[config.mk]
export PLATFORM = sky130hd
export DESIGN_NAME = bracket_balance_checker_top
export DESIGN_NICKNAME = d
export VERILOG_FILES = /design/src/rtl/bbc_pkg.sv /design/src/rtl/bbc_ctrl.sv /design/src/rtl/bbc_dpath.sv /design/src/rtl/bracket_balance_checker_top.sv
export SDC_FILE = /design/constraint.sdc
export NUM_CORES = 1
export LEC_CHECK = 0
export BUFFER_PORTS_ARGS = -buffer_cell sky130_fd_sc_hd__buf_2
export CAP_MARGIN = 20
export CORE_UTILIZATION = 60
export DETAILED_ROUTE_END_ITERATION = 12
export MAX_ROUTING_LAYER = met4
export PLACE_DENSITY = 0.78
export SYNTH_ARGS = -nofsm -noshare
export SYNTH_HDL_FRONTEND = slang
export SYNTH_SLANG_ARGS = --single-unit
[constraint.sdc]
create_clock -name i_clk -period 5.95 [get_ports i_clk]
set_input_delay 1.19 -clock i_clk [delete_from_list [all_inputs] [get_ports i_clk]]
set_output_delay 1.19 -clock i_clk [all_outputs]
set_load 0.05 [all_outputs]
[src/rtl/bbc_pkg.sv]
`timescale 1ns / 1ps
// ----------------------------------------------------------------------------
// bbc_pkg
// Shared types, constants and helper functions for the bracket checker.
// ----------------------------------------------------------------------------
package bbc_pkg;

    // default stack depth
    localparam int STACK_DEPTH_DEF = 64;

    // ascii bracket codes
    localparam logic [7:0] CH_LPAREN = 8'h28;
    localparam logic [7:0] CH_RPAREN = 8'h29;
    localparam logic [7:0] CH_LBRACE = 8'h7B;
    localparam logic [7:0] CH_RBRACE = 8'h7D;
    localparam logic [7:0] CH_LBRACK = 8'h5B;
    localparam logic [7:0] CH_RBRACK = 8'h5D;
    localparam logic [7:0] CH_NONE   = 8'h00;

    // bracket kind codes kept on the stack
    localparam logic [1:0] KIND_PAREN = 2'd0;
    localparam logic [1:0] KIND_BRACE = 2'd1;
    localparam logic [1:0] KIND_BRACK = 2'd2;

    // report codes
    localparam logic [1:0] ST_BALANCED   = 2'd0;
    localparam logic [1:0] ST_MISMATCH   = 2'd1;
    localparam logic [1:0] ST_INCOMPLETE = 2'd2;
    localparam logic [1:0] ST_OVERFLOW   = 2'd3;

    // byte classification
    typedef struct packed {
        logic       is_open;
        logic       is_close;
        logic [1:0] kind;
    } t_chr;

    // controller to datapath commands
    typedef struct packed {
        logic idle;    // controller waits for bytes
        logic step;    // apply the accepted byte
        logic report;  // load single report and clear
        logic drain;   // emit one closer and pop
    } t_cmd;

    // datapath to controller status
    typedef struct packed {
        logic single;      // string ends with a single report
        logic slot_free;   // output register can take a result
        logic depth_one;   // one opener left
        logic depth_zero;  // stack empty
    } t_stat;

    function automatic t_chr classify(input logic [7:0] c);
        t_chr r;
        r = '0;
        case (c)
            CH_LPAREN: begin r.is_open  = 1'b1; r.kind = KIND_PAREN; end
            CH_LBRACE: begin r.is_open  = 1'b1; r.kind = KIND_BRACE; end
            CH_LBRACK: begin r.is_open  = 1'b1; r.kind = KIND_BRACK; end
            CH_RPAREN: begin r.is_close = 1'b1; r.kind = KIND_PAREN; end
            CH_RBRACE: begin r.is_close = 1'b1; r.kind = KIND_BRACE; end
            CH_RBRACK: begin r.is_close = 1'b1; r.kind = KIND_BRACK; end
            default:   r = '0;
        endcase
        return r;
    endfunction

    function automatic logic [7:0] closer_of(input logic [1:0] kind);
        logic [7:0] r;
        case (kind)
            KIND_PAREN: r = CH_RPAREN;
            KIND_BRACE: r = CH_RBRACE;
            KIND_BRACK: r = CH_RBRACK;
            default:    r = CH_NONE;
        endcase
        return r;
    endfunction

endpackage

[src/rtl/bbc_ctrl.sv]
`timescale 1ns / 1ps
// ----------------------------------------------------------------------------
// bbc_ctrl
// Controller: takes bytes while idle, drains leftover openers at string end.
// ----------------------------------------------------------------------------
module bbc_ctrl (
    input  logic          i_clk,
    input  logic          i_rst_n,
    input  logic          i_in_valid,
    input  logic          i_end_of_string,
    output logic          o_in_stall,
    input  bbc_pkg::t_stat i_stat,
    output bbc_pkg::t_cmd  o_cmd
);
    import bbc_pkg::*;

    typedef enum logic [1:0] {
        S_IDLE  = 2'b01,
        S_DRAIN = 2'b10
    } t_state;

    t_state r_state, n_state;
    logic   accept;

    // accept bytes only while idle and the output slot can take a report
    assign o_in_stall = !((r_state == S_IDLE) && i_stat.slot_free);
    assign accept     = i_in_valid && !o_in_stall;

    // commands
    always_comb begin
        o_cmd        = '0;
        o_cmd.idle   = (r_state == S_IDLE);
        o_cmd.step   = accept;
        o_cmd.report = accept && i_end_of_string && i_stat.single;
        o_cmd.drain  = (r_state == S_DRAIN) && i_stat.slot_free;
    end

    // next state
    always_comb begin
        n_state = r_state;
        case (r_state)
            S_IDLE: begin
                if (accept && i_end_of_string && !i_stat.single) begin
                    n_state = S_DRAIN;
                end
            end
            S_DRAIN: begin
                if (o_cmd.drain && i_stat.depth_one) begin
                    n_state = S_IDLE;
                end
            end
            default: n_state = S_IDLE;
        endcase
    end

    always_ff @(posedge i_clk) begin
        if (!i_rst_n) begin
            r_state <= S_IDLE;
        end else begin
            r_state <= n_state;
        end
    end

endmodule

[src/rtl/bbc_dpath.sv]
`timescale 1ns / 1ps
// ----------------------------------------------------------------------------
// bbc_dpath
// Datapath: opener stack memory, depth and error flags, output register.
// ----------------------------------------------------------------------------
module bbc_dpath #(
    parameter int STACK_DEPTH = bbc_pkg::STACK_DEPTH_DEF
) (
    input  logic           i_clk,
    input  logic           i_rst_n,
    input  logic [7:0]     i_ch,
    input  bbc_pkg::t_cmd  i_cmd,
    output bbc_pkg::t_stat o_stat,
    output logic           o_out_valid,
    input  logic           i_out_stall,
    output logic [1:0]     o_status,
    output logic [7:0]     o_close_char,
    output logic           o_last_result
);
    import bbc_pkg::*;

    localparam int DW = $clog2(STACK_DEPTH + 1);
    localparam int AW = $clog2(STACK_DEPTH);

    logic [1:0]    mem [STACK_DEPTH];
    logic [DW-1:0] r_depth, n_depth, depth_b;
    logic          r_mis, n_mis, mis_b;
    logic          r_ovf, n_ovf, ovf_b;
    logic [1:0]    r_top;
    logic          r_out_valid;
    logic [1:0]    r_status;
    logic [7:0]    r_close;
    logic          r_last;

    t_chr          chr;
    logic          blocked, push, pop_b, clear, load;
    logic [AW-1:0] wr_addr, rd_addr;
    logic [DW-1:0] rd_lin;

    // effect of the current byte on depth and flags
    always_comb begin
        chr     = classify(i_ch);
        blocked = r_mis || r_ovf;
        push    = 1'b0;
        pop_b   = 1'b0;
        mis_b   = r_mis;
        ovf_b   = r_ovf;
        depth_b = r_depth;
        if (!blocked && chr.is_open) begin
            if (r_depth == DW'(STACK_DEPTH)) begin
                ovf_b = 1'b1;
            end else begin
                push    = i_cmd.step;
                depth_b = r_depth + DW'(1);
            end
        end else if (!blocked && chr.is_close) begin
            if (r_depth == '0 || r_top != chr.kind) begin
                mis_b = 1'b1;
            end else begin
                pop_b   = i_cmd.step;
                depth_b = r_depth - DW'(1);
            end
        end
    end

    // status toward the controller
    always_comb begin
        o_stat            = '0;
        o_stat.single     = mis_b || ovf_b || (depth_b == '0);
        o_stat.slot_free  = !r_out_valid || !i_out_stall;
        o_stat.depth_one  = (r_depth == DW'(1));
        o_stat.depth_zero = (r_depth == '0);
    end

    // next depth and flags
    assign clear = i_cmd.report || (i_cmd.drain && o_stat.depth_one);
    always_comb begin
        n_depth = r_depth;
        n_mis   = r_mis;
        n_ovf   = r_ovf;
        if (clear) begin
            n_depth = '0;
            n_mis   = 1'b0;
            n_ovf   = 1'b0;
        end else if (i_cmd.drain) begin
            n_depth = r_depth - DW'(1);
        end else if (i_cmd.step) begin
            n_depth = depth_b;
            n_mis   = mis_b;
            n_ovf   = ovf_b;
        end
    end

    always_ff @(posedge i_clk) begin
        if (!i_rst_n) begin
            r_depth <= '0;
            r_mis   <= 1'b0;
            r_ovf   <= 1'b0;
        end else begin
            r_depth <= n_depth;
            r_mis   <= n_mis;
            r_ovf   <= n_ovf;
        end
    end

    // stack memory, top entry kept in a registered read with push bypass
    assign wr_addr = r_depth[AW-1:0];
    assign rd_lin  = n_depth - DW'(1);
    assign rd_addr = rd_lin[AW-1:0];

    always_ff @(posedge i_clk) begin
        if (push) begin
            mem[wr_addr] <= chr.kind;
        end
        if (push) begin
            r_top <= chr.kind;
        end else begin
            r_top <= mem[rd_addr];
        end
    end

    // output register
    assign load = i_cmd.report || i_cmd.drain;

    always_ff @(posedge i_clk) begin
        if (!i_rst_n) begin
            r_out_valid <= 1'b0;
        end else if (load) begin
            r_out_valid <= 1'b1;
        end else if (!i_out_stall) begin
            r_out_valid <= 1'b0;
        end
    end

    always_ff @(posedge i_clk) begin
        if (i_cmd.report) begin
            r_status <= ovf_b ? ST_OVERFLOW : (mis_b ? ST_MISMATCH : ST_BALANCED);
            r_close  <= CH_NONE;
            r_last   <= 1'b1;
        end else if (i_cmd.drain) begin
            r_status <= ST_INCOMPLETE;
            r_close  <= closer_of(r_top);
            r_last   <= o_stat.depth_one;
        end
    end

    assign o_out_valid   = r_out_valid;
    assign o_status      = r_status;
    assign o_close_char  = r_close;
    assign o_last_result = r_last;

endmodule

[src/rtl/bracket_balance_checker_top.sv]
`timescale 1ns / 1ps
// ----------------------------------------------------------------------------
// bracket_balance_checker_top
// Checks bracket balance of a byte stream and completes unclosed openers.
// ----------------------------------------------------------------------------
// Usage
//   Input channel: one byte of the string per item (i_ch) with i_end_of_string
//   set on the final byte. Output channel: result items (o_status,
//   o_close_char, o_last_result). Both channels use valid and stall.
//   Bytes may follow back to back; a byte without end of string gives no result.
//   A balanced or failed string's report sits in the output register right
//   after the edge that accepts its final byte; for an incomplete string the
//   first completion closer follows in the drain state, after the top is read.
//   For an incomplete string the block emits one closer per remaining opener,
//   one per cycle unless the output stalls, top of stack first; the single
//   read port of the stack sets this pace. No bytes are taken during the drain.
//   Bytes are taken only while the output register is empty or being read,
//   so a stalled receiver holds back the input side as well.
//   Reset (synchronous, active low) empties the stack, clears the error
//   flags and drops output valid. Stack contents need no clearing pass.
//   Stack depth is set by STACK_DEPTH (2 to 64).
// ----------------------------------------------------------------------------
module bracket_balance_checker_top #(
    parameter int STACK_DEPTH = bbc_pkg::STACK_DEPTH_DEF
) (
    input  logic       i_clk,
    input  logic       i_rst_n,
    input  logic       i_in_valid,
    output logic       o_in_stall,
    input  logic [7:0] i_ch,
    input  logic       i_end_of_string,
    output logic       o_out_valid,
    input  logic       i_out_stall,
    output logic [1:0] o_status,
    output logic [7:0] o_close_char,
    output logic       o_last_result
);
    import bbc_pkg::*;

    t_cmd  cmd;
    t_stat stat;

    // controller
    bbc_ctrl u_ctrl (
        .i_clk           (i_clk),
        .i_rst_n         (i_rst_n),
        .i_in_valid      (i_in_valid),
        .i_end_of_string (i_end_of_string),
        .o_in_stall      (o_in_stall),
        .i_stat          (stat),
        .o_cmd           (cmd)
    );

    // datapath
    bbc_dpath #(
        .STACK_DEPTH (STACK_DEPTH)
    ) u_dpath (
        .i_clk         (i_clk),
        .i_rst_n       (i_rst_n),
        .i_ch          (i_ch),
        .i_cmd         (cmd),
        .o_stat        (stat),
        .o_out_valid   (o_out_valid),
        .i_out_stall   (i_out_stall),
        .o_status      (o_status),
        .o_close_char  (o_close_char),
        .o_last_result (o_last_result)
    );

    // report and drain never issue together
    a_cmd_excl: assert property (@(posedge i_clk) disable iff (!i_rst_n)
        !(cmd.report && cmd.drain))
        else $error("report and drain issued together");

    // no byte taken during drain
    a_no_take_in_drain: assert property (@(posedge i_clk) disable iff (!i_rst_n)
        !cmd.idle |-> !cmd.step)
        else $error("byte accepted while draining");

    // end of string leaves an empty stack
    a_clear_after_end: assert property (@(posedge i_clk) disable iff (!i_rst_n)
        (cmd.report || (cmd.drain && stat.depth_one)) |=> (stat.depth_zero && cmd.idle))
        else $error("stack not empty after string end");

endmodule
* Word level (Yosys, flattened, before mapping)
Memories as Yosys holds them, arrays and structs flattened. A register that Yosys moved wholly into a read port is not among the register bits. Cells that the tools add are included.
Cells by class: $add $sub $neg 3, bitwise logic cells 2, div/mod/pow operators 0, $mul 0, reductions and logical operators 32, $lt $le $gt $ge 0, shift-type cells 0, mux-type cells 29, equal/unequal tests 16
Operators with widths (count):
- 7-bit two-way mux | 7
- 8-bit by 7-bit == test with 1-bit output, second input constant | 4
- 7-bit one-hot mux with 3 select lines | 1
- 8-bit by 6-bit == test with 1-bit output, second input constant | 2
- 7-bit logical NOT | 2
- 1-bit two-way mux | 14
- 2-bit two-way mux | 5
- 1-bit logical AND | 9
- 2-bit one-hot mux with 2 select lines | 2
- 7-bit by 1-bit adder with 7-bit output, second input constant | 1
- 7-bit by 1-bit == test with 1-bit output, second input constant | 1
- 7-bit == test, second input constant | 1
- 1-bit logical OR | 7
- 7-bit by 1-bit subtractor with 7-bit output, second input constant | 1
- 2-bit OR reduction | 3
- 3-bit OR reduction | 2
- 6-bit by 1-bit subtractor with 6-bit output, second input constant | 1
- 1-bit logical NOT | 5
- 2-bit by 1-bit == test with 1-bit output, second input constant | 2
- 2-bit == test, second input constant | 2
- 2-bit by 1-bit != test with 1-bit output, second input constant | 2
- 2-bit AND reduction | 2
- 2-bit logical NOT | 1
- 2-bit != test | 1
- other kinds (3) | 4
Word-level totals: register bits 23, word-level logic and storage cells 91, bits in writable memories 128, latch bits 0, ROM bits 0, memories 1
Memory list:
- u_dpath.mem | depth 64, width 2, rd ports 1, clocked after Yosys merged registers in 1, wr ports 1, line bbc_dpath.sv:25 | logic [1:0] mem [STACK_DEPTH];

* Longest topological paths before layout
Gate-level depths: netlist of run 1.
depth after elaboration 14, mapped depth 18, gate-level depth less buffers 15

* By module
Synthesis of run 1 repeated with hierarchy kept, for this count alone.
Second synthesis, totals: cell total of the unflattened synthesis 553, area total of the unflattened synthesis 7345.8 µm²
Modules (own cells, without submodules):
- bbc_dpath | instances 1, cells each 539, area each 7219.4 µm², seq. area each 4224.1 µm²
- bbc_ctrl | instances 1, cells each 14, area each 126.4 µm², seq. area each 40.0 µm²

* Worst setup path before layout of run 1
Ideal clock, no wire load.
kind in2reg, from input port i_ch[7], to register (tool-made name), stages on the path 15, data required time 5.871 ns, slack 0.407 ns, arrival 5.464 ns, cells stage by stage nand2b_1 -> or3_1 -> nor2_1 -> nor2_1 -> and3_1 -> o21ai_2 -> nor2_1 -> nor4b_2 -> a31oi_1 -> buf_4 -> nand2_1 -> ha_1 -> inv_1 -> or3_1 -> o211ai_1
RTL lines:
- start: declaration | line bracket_balance_checker_top.sv:30 | input logic [7:0] i_ch,

==> results of run 1 <==
## flip-flops by register name (all words and copies together) (netlist names), named ones only
register               flops
u_dpath.o_out_valid        1
u_ctrl.r_state             2
u_dpath.r_mis              1
u_dpath.o_status           2
u_dpath.o_last_result      1
u_dpath.r_depth            7
u_dpath.o_close_char       3
u_dpath.mem              128
u_dpath.r_ovf              1
## critical path: stages
cell                        delay (ps)
sky130_fd_sc_hd__buf_2             120
sky130_fd_sc_hd__nor4b_1           470
sky130_fd_sc_hd__nor4b_1           340
sky130_fd_sc_hd__o21a_1            550
sky130_fd_sc_hd__mux2_2            400
sky130_fd_sc_hd__a221o_1           340
sky130_fd_sc_hd__o211ai_1           90
sky130_fd_sc_hd__o2111ai_1         150
sky130_fd_sc_hd__nor4b_2           290
sky130_fd_sc_hd__a31oi_1           170
sky130_fd_sc_hd__buf_4             200
sky130_fd_sc_hd__nand2_1            80
sky130_fd_sc_hd__ha_1              150
sky130_fd_sc_hd__inv_1              70
sky130_fd_sc_hd__or3_1             370
sky130_fd_sc_hd__o211ai_1          100
## metal layers
layer | vias to the layer above | global-route usage | part of all wire
li1 | 2145 | - | -
met1 | 2366 | 0.371 | 0.41
met2 | 257 | 0.431 | 0.47
met3 | 42 | 0.0707 | 0.089
met4 | 0 | 0.110 | 0.026
met5 | - | - | 0
## cells in the final DEF (no fill, tap or decap), types with 7 or more instances in the layout
| cell | netlist | routed |
|---|---|---|
| sky130_fd_sc_hd__edfxtp_1 | 130 | 130 |
| sky130_fd_sc_hd__ha_1 | 8 | 8 |
| sky130_fd_sc_hd__inv_1 | 11 | 11 |
| sky130_fd_sc_hd__nor2_1 | 101 | 100 |
| sky130_fd_sc_hd__mux4_2 | 20 | 20 |
| sky130_fd_sc_hd__dfxtp_1 | 22 | 22 |
| sky130_fd_sc_hd__mux4_1 | 13 | 13 |
| sky130_fd_sc_hd__nand2b_1 | 9 | 9 |
| sky130_fd_sc_hd__o21ai_0 | 16 | 16 |
| sky130_fd_sc_hd__buf_2 | 5 | 23 |
| sky130_fd_sc_hd__nand2_1 | 35 | 35 |
| sky130_fd_sc_hd__a21oi_1 | 11 | 11 |
| sky130_fd_sc_hd__nand3_1 | 13 | 13 |
| sky130_fd_sc_hd__and3_1 | 10 | 10 |
| sky130_fd_sc_hd__buf_4 | 12 | 7 |
| sky130_fd_sc_hd__clkbuf_16 | 0 | 17 |
| sky130_fd_sc_hd__o22ai_1 | 7 | 7 |
## power groups by stage
| stage | combinational [µW] | clock (µW) | sequential, µW |
|---|---|---|---|
| 6_report | 1030 | 1060 | 1310 |
| 5_1_grt | 1120 | 1110 | 1310 |
| 4_1_cts | 1030 | 1060 | 1300 |
| 3_5_place_dp | 1020 | 0 | 1320 |
| 3_3_place_gp | 1010 | 0 | 1320 |
| 2_1_floorplan | 878 | 0 | 1270 |
## worst paths after layout
path	cells after the start	start	endpoint	slack [ps]
min reg2reg	2	u_dpath.o_last_result$_SDFFE_PP1P_	u_dpath.o_last_result$_SDFFE_PP1P_	450
max	16	i_ch[4]	flop	1230
min	2	u_dpath.o_last_result$_SDFFE_PP1P_	u_dpath.o_last_result$_SDFFE_PP1P_	450
max reg2reg	16	flop	flop	1230
## area by class of cell
class                           count  area [µm²]
Sequential cell                   152        4340
Fill cell                         764        3600
Multi-Input combinational cell    355        2700
Clock buffer                       25         485
Tap cell                          143         179
Timing Repair Buffer               30         168
Clock inverter                      7        93.8
Inverter                           11        41.3
## cell families (layout without fill, tap and decap cells)
kind of cell    Yosys count  count (layout)
fa+ha+maj                 8               8
mux                      42              42
buf+inv                  48              73
xor+xnor                  6               6
simple gates            212             212
compound gates           85              85
flops                   152             152
other cells               1               2
## stage by stage
| step | utilization | cells | worst slack [ps] |
|---|---|---|---|
| CTS | 0.690 | 723 | 1270 |
| detailed placement | 0.640 | 691 | 862 |
| floorplan | - | 555 | 407 |
| global route | 0.690 | 723 | 924 |
| finish | 0.690 | 723 | 1230 |
| global placement | 0.640 | 691 | 989 |
==> results.md, run 1 <==
* Status: completed
* Width of the die at 112 µm
* Fin Setup TNS at 0 ps
* Cell area after layout at 8020 µm²
* Routed len/inst at 22.5 µm
* Worst setup skew after layout at 8.06 ps
* Full die area at 12600 µm²
* Worst-skew pair later-pin latency at 420 ps
* Post-detailed-placement cell area at 7440 µm²
* Tcrit/Tclk final at 0.794
* Via count at 4810
* Compound-Gate Fraction of Synth Area at 0.0892
* Clock H-tree levels at 4
* Final hold viol count at 0
* DP Wirelength at 10.3 mm
* RSZ-0062 raised after global routing: false
* Crit. End Element: flop
* Share of power burned in combinational logic at 0.304
* Switching fraction of total power at 0.325
* Rows at 39
* Count of instances resized after the clock tree is built at 0
* Global-route usage over all layers at 0.283
* Max-slew violation total from the final report at 0
* NetSw at 1100 µW
* Area growth from synthesis to layout at 9.92%
* Cell variety after synth at 67
* Part of the power in registers at 0.385
* Minimum clock period at 4720 ps
* Fraction of post-synthesis cell area in the top cell type by area at 0.535
* Final wirelength at 16.2 mm
* Initial core utilization at 0.628
* Syn Std Cell Area at 7290 µm²
* Leading post-synthesis cells by instance count: sky130_fd_sc_hd__edfxtp_1 (130), sky130_fd_sc_hd__nor2_1 (101), sky130_fd_sc_hd__nand2_1 (35), sky130_fd_sc_hd__dfxtp_1 (22), sky130_fd_sc_hd__mux4_2 (20)
* Per-instance average area after synthesis at 13.2 µm²
* Count of flip-flops with a built-in enable after synthesis at 130
* Worst min-delay path category: reg2reg
* Number of ports placed on the die boundary at 26
* Die H at 112 µm
* Final layout net count at 588
* Dominant combinational cell family by area after synthesis: simple AND/OR/NAND/NOR gates
* FMAX at 0.212 GHz
* Hold bufs inserted after CTS at 0
* Clock power frac at 0.311
* Slew at the pin closest to its max-slew limit at 999 ps
* Leakage dissipation at 0.00281 µW
* Top post-synthesis cells by area: sky130_fd_sc_hd__edfxtp_1 (54%), sky130_fd_sc_hd__mux4_2 (6.2%), sky130_fd_sc_hd__dfxtp_1 (6.0%)
* Synth area leader: sky130_fd_sc_hd__edfxtp_1
* Startpoint Class: primary input
* Synthesized flop and latch total at 152
* TritonCTS sink count at 152
* Share of synthesized cell area in full adder, half adder and majority cells at 0.0137
* P per Cell Area at 424 nW/µm²
* Synth Instances at 554
* Remaining Overflow, GRT at 0
* Detailed Routing Iterations Pass 1 at 6
* First-pass GRT wire length at 25.4 mm
* Required time reported for the critical path endpoint at 6290 ps
* Final setup violation count at 0
* Number of max-cap violations at 0
* Clock tree from TritonCTS: yes
* Area of the core at 11600 µm²
* Xor and xnor fraction of the mapped netlist area at 0.00721
* IR drop worst, VDD at 0.269 mV
* Part of the Yosys area used for sequential elements at 0.596
* Max Buffers Root-to-Sink at 2
* Syn. warnings at 0
* Post-detailed-route via-to-cell ratio at 6.65
* Power after layout at 3400 µW
* Most numerous cell in the Yosys netlist: sky130_fd_sc_hd__edfxtp_1
* Smallest hold slack at 453 ps
* Total DRC errors in the routed layout at 0
* Mux contribution to synthesized area at 0.122
* Antenna violations before repair at 0
* Clock root buffer: sky130_fd_sc_hd__clkbuf_16
* Power Internal at 2290 µW
* Path type of the worst setup path: in2reg
* Largest net degree at the start of global routing at 65
* Total setup buffers inserted after CTS at 0
* Async S/R FF share, synth at 0
* Number of buffers added on ports at 23
* Worst Path Arrival at 5060 ps
* Leading register cell type out of synthesis: sky130_fd_sc_hd__edfxtp_1
* Synthesized-area fraction occupied by and/or/nand/nor cells at 0.137
* Remaining max-slew budget at the tightest pin at 0.333
* Crit path max fanout at 17
* Initial DRC count at 482
* Via count of the first global-routing pass at 4635
* Share of layout cells above drive strength 1 at 0.167
* Number of CTS-inserted buffers at 17
* Detail Route Antenna Nets at 0
* Diodes inserted at 0
* Register clock-pin slew on the reported worst setup and hold paths at 60 ps
* Gpl congestion at 0.934
No activity file was read; power rests on OpenSTA's default activity.
==> inputs of run 2 (changes only) <==
--- a/config.mk
+++ b/config.mk
@@ -5,12 +5,13 @@
 export SDC_FILE = /design/constraint.sdc
 export NUM_CORES = 1
 export LEC_CHECK = 0
+export ABC_AREA = 1
 export BUFFER_PORTS_ARGS = -buffer_cell sky130_fd_sc_hd__buf_2
 export CAP_MARGIN = 20
-export CORE_UTILIZATION = 60
+export CORE_UTILIZATION = 56
 export DETAILED_ROUTE_END_ITERATION = 12
 export MAX_ROUTING_LAYER = met4
-export PLACE_DENSITY = 0.78
+export PLACE_DENSITY = 0.76
 export SYNTH_ARGS = -nofsm -noshare
 export SYNTH_HDL_FRONTEND = slang
 export SYNTH_SLANG_ARGS = --single-unit
==> constraint.sdc (replaced) <==
create_clock -name i_clk -period 4.3 [get_ports i_clk]
set_input_delay 0.86 -clock i_clk [delete_from_list [all_inputs] [get_ports i_clk]]
set_output_delay 0.86 -clock i_clk [all_outputs]
set_load 0.05 [all_outputs]
==> run 2 against run 1 <==
  * Final cell count is 36% higher
  * Largest power group unchanged
  * Core utilization down 6.2 points
  * Wire length up 7.4%
  * Critical path type is now reg2reg
  * Highest routed layer unchanged
  * Hold slack better by 10 ps
  * Largest cell class unchanged
==> results.md, run 2 <==
* Minimum clock period at 3670 ps
* Max Buffers Root-to-Sink at 2 (unchanged)
* Remaining Overflow, GRT at 0 (unchanged)
* DP Wirelength at 11.2 mm (was 10.3 mm)
* Critical hold path startpoint: u_dpath.o_last_result$_SDFFE_PP1P_ (unchanged)
* Number of ports placed on the die boundary at 26 (unchanged)
* Worst setup skew after layout at 7.54 ps (was 8.06 ps)
* Area of the core at 12600 µm² (was 11600 µm²)
* Clock H-tree levels at 4 (unchanged)
* Post-detailed-route via-to-cell ratio at 5.61 (was 6.65)
* Routed len/inst at 17.8 µm (was 22.5 µm)
* Placed Cells at 951 (was 691)
* Register ranked first by flip-flop count: u_dpath.mem (unchanged)
* Crit path max fanout at 64 (was 17)
* Cell count of the worst hold path at 2 (unchanged)
* Via count at 5503 (was 4810)
* Post-route insts no fill at 981 (was 723)
* Part of the Yosys area used for sequential elements at 0.599 (was 0.596)
* Fin Setup TNS at 0 ps (unchanged)
* Area growth from synthesis to layout at 9.23% (was 9.92%)
* Leakage dissipation at 0.00322 µW (was 0.00281 µW)
* Synth Instances at 785 (was 554)
* Top library cells by usage in the layout, fill and taps aside: sky130_fd_sc_hd__nand2_1 (236), sky130_fd_sc_hd__nand3_1 (142), sky130_fd_sc_hd__edfxtp_1 (130) (was sky130_fd_sc_hd__edfxtp_1 (130), sky130_fd_sc_hd__nor2_1 (100), sky130_fd_sc_hd__nand2_1 (35))
* First-pass GRT wire length at 27.1 mm (was 25.4 mm)
* Total setup buffers inserted after CTS at 0 (unchanged)
* Global-route usage over all layers at 0.286 (was 0.283)
* Detail Route Antenna Nets at 0 (unchanged)
* Most numerous cell in the Yosys netlist: sky130_fd_sc_hd__nand2_1 (was sky130_fd_sc_hd__edfxtp_1)
* Leading register cell type out of synthesis: sky130_fd_sc_hd__edfxtp_1 (unchanged)
* Fraction of post-synthesis cell area in the top cell type by area at 0.538 (was 0.535)
* Synthesized flop and latch total at 152 (unchanged)
* IR drop worst, VDD at 0.228 mV (was 0.269 mV)
* Number of max-cap violations at 0 (unchanged)
* Max reg flops at 128 (unchanged)
* Share of layout cells above drive strength 1 at 0.0791 (was 0.167)
* Worst-skew pair later-pin latency at 430 ps (was 420 ps)
* Met3 track demand over resource at 0.0711 (was 0.0707)
* Met2 Usage GRT at 0.471 (was 0.431)
* Max-slew violation total from the final report at 0 (unchanged)
* Most congested layer reported by global routing: met2 (unchanged)
* Detailed Routing Iterations Pass 1 at 5 (was 6)
* TritonCTS sink count at 152 (unchanged)
* Slew at the pin closest to its max-slew limit at 654 ps (was 999 ps)
* Antenna violations before repair at 0 (unchanged)
* Initial core utilization at 0.575 (was 0.628)
* Cell variety after synth at 34 (was 67)
* Full die area at 13400 µm² (was 12600 µm²)
* Total DRC errors in the routed layout at 0 (unchanged)
* Number of CTS-inserted buffers at 17 (unchanged)
* Most common cell after layout, fill and taps aside: sky130_fd_sc_hd__nand2_1 (was sky130_fd_sc_hd__edfxtp_1)
* Path type of the worst setup path: reg2reg (was in2reg)
* Diodes inserted at 0 (unchanged)
* Power after layout at 4070 µW (was 3400 µW)
* Final setup violation count at 0 (unchanged)
* Count of flip-flops with a built-in enable after synthesis at 130 (unchanged)
* Startpoint Class: flop (was primary input)
* Largest net degree at the start of global routing at 65 (unchanged)
* Number of buffers added on ports at 23 (unchanged)
* Post-detailed-placement cell area at 7420 µm² (was 7440 µm²)
* RSZ-0062 raised after global routing: false (unchanged)
* Gpl congestion at 0.914 (was 0.934)
* P per Cell Area at 514 nW/µm² (was 424 nW/µm²)
* Rows at 41 (was 39)
* Final hold viol count at 0 (unchanged)
* Global-route track usage on met1 at 0.338 (was 0.371)
* Clock root buffer: sky130_fd_sc_hd__clkbuf_16 (unchanged)
* Register clock-pin slew on the reported worst setup and hold paths at 60 ps (about the same)
* Die H at 116 µm (was 112 µm)
* Final layout net count at 819 (was 588)
* Worst Path Arrival at 3990 ps (was 5060 ps)
* Worst min-delay path category: reg2reg (unchanged)
* Async S/R FF share, synth at 0 (unchanged)
* Count of instances resized after the clock tree is built at 0 (unchanged)
* Hold bufs inserted after CTS at 0 (unchanged)
* Status: completed (unchanged)
* Initial DRC count at 730 (was 482)
* Cell area after layout at 7920 µm² (was 8020 µm²)
* Required time reported for the critical path endpoint at 4620 ps (was 6290 ps)
* Via count of the first global-routing pass at 5415 (was 4635)
* Final wirelength at 17.4 mm (was 16.2 mm)
* Clock tree from TritonCTS: yes (unchanged)
* FMAX at 0.272 GHz
* Syn. warnings at 0 (unchanged)
* Tcrit/Tclk final at 0.854
* Top post-synthesis cells by area: sky130_fd_sc_hd__edfxtp_1 (54%), sky130_fd_sc_hd__nand2_1 (12%), sky130_fd_sc_hd__nand3_1 (9.8%) (was sky130_fd_sc_hd__edfxtp_1 (54%), sky130_fd_sc_hd__mux4_2 (6.2%), sky130_fd_sc_hd__dfxtp_1 (6.0%))
* Syn Std Cell Area at 7250 µm² (was 7290 µm²)
* Per-instance average area after synthesis at 9.24 µm² (was 13.2 µm²)
* Crit. End Element: flop (unchanged)
* Worst reg-to-reg path cell count at 27 (was 16)
* Leading post-synthesis cells by instance count: sky130_fd_sc_hd__nand2_1 (236), sky130_fd_sc_hd__nand3_1 (142), sky130_fd_sc_hd__edfxtp_1 (130), sky130_fd_sc_hd__nor2_1 (98), sky130_fd_sc_hd__inv_1 (48) (was sky130_fd_sc_hd__edfxtp_1 (130), sky130_fd_sc_hd__nor2_1 (101), sky130_fd_sc_hd__nand2_1 (35), sky130_fd_sc_hd__dfxtp_1 (22), sky130_fd_sc_hd__mux4_2 (20))
* Width of the die at 116 µm (was 112 µm)
* Remaining max-slew budget at the tightest pin at 0.564 (was 0.333)
* Synth area leader: sky130_fd_sc_hd__edfxtp_1 (unchanged)
run 2: worst max-delay path: stages, from the launching register on:
cell and delay, ps:
sky130_fd_sc_hd__dfxtp_2 330, sky130_fd_sc_hd__buf_4 520, sky130_fd_sc_hd__nand2_1 140, sky130_fd_sc_hd__nand3_1 120, sky130_fd_sc_hd__nand3_1 90, sky130_fd_sc_hd__nand2_1 110
sky130_fd_sc_hd__nand2_1 60, sky130_fd_sc_hd__nand3_1 90, sky130_fd_sc_hd__nand3_1 100, sky130_fd_sc_hd__nand2_1 200, sky130_fd_sc_hd__nand2_1 90, sky130_fd_sc_hd__nand2_1 80
sky130_fd_sc_hd__inv_2 90, sky130_fd_sc_hd__nand3_4 130, sky130_fd_sc_hd__nand2_1 70, sky130_fd_sc_hd__nand3_1 70, sky130_fd_sc_hd__nand2_1 70, sky130_fd_sc_hd__inv_1 50
sky130_fd_sc_hd__nand2_1 40, sky130_fd_sc_hd__nor2_1 90, sky130_fd_sc_hd__nand2_1 90, sky130_fd_sc_hd__nand2_2 100, sky130_fd_sc_hd__nand2_2 100, sky130_fd_sc_hd__nand3_1 200
sky130_fd_sc_hd__ha_1 250, sky130_fd_sc_hd__nand3_1 90, sky130_fd_sc_hd__nand2_1 70, sky130_fd_sc_hd__nand2_1 50
run 2: power by group:
group          leakage, µW  switching (µW)  internal (µW)
sequential         0.00150            45.0           1620
clock             0.000247             534            780
combinational      0.00147             783            312
total              0.00322            1360           2710
run 2: routing by layer:
metal | wire length [µm] | part of all wire
met5 | 0 | 0
met4 | 362 | 0.021
met3 | 1170 | 0.067
met2 | 8740 | 0.50
met1 | 7170 | 0.41
run 2: final cells by class:
cell class	instances	area (µm²)
Clock buffer	24	452
Clock inverter	6	52.6
Fill cell	1085	4700
Inverter	53	199
Multi-Input combinational cell	545	2480
Sequential cell	152	4350
Tap cell	172	215
Timing Repair Buffer	29	173
run 2: cell families (layout without fill, tap and decap cells):
kind of cell | after synthesis | after routing | share of synthesized area
DFF | 152 | 152 | 0.599
AOI/OAI and AO/OA | 31 | 31 | 0.0273
other | 1 | 2 | 0.000517
buffers and inverters | 89 | 112 | 0.0590
and+or+nand+nor | 496 | 496 | 0.291
xor gates and xnor gates | 8 | 8 | 0.00966
adders and majority gates | 8 | 8 | 0.0138
run 2: stage by stage:
step / setup slack, ps / utilization / hold slack [ps]
2_1_floorplan: 301 / - / 461
3_3_place_gp: 733 / 0.588 / 464
3_5_place_dp: 660 / 0.588 / 444
4_1_cts: 681 / 0.628 / 460
5_1_grt: 224 / 0.628 / 486
6_report: 628 / 0.628 / 463
run 2: path summary, 6_finish.rpt:
check,slack (ps),end
min,460,u_dpath.o_last_result$_SDFFE_PP1P_
max reg2reg,630,flop
max,630,flop
min reg2reg,460,u_dpath.o_last_result$_SDFFE_PP1P_
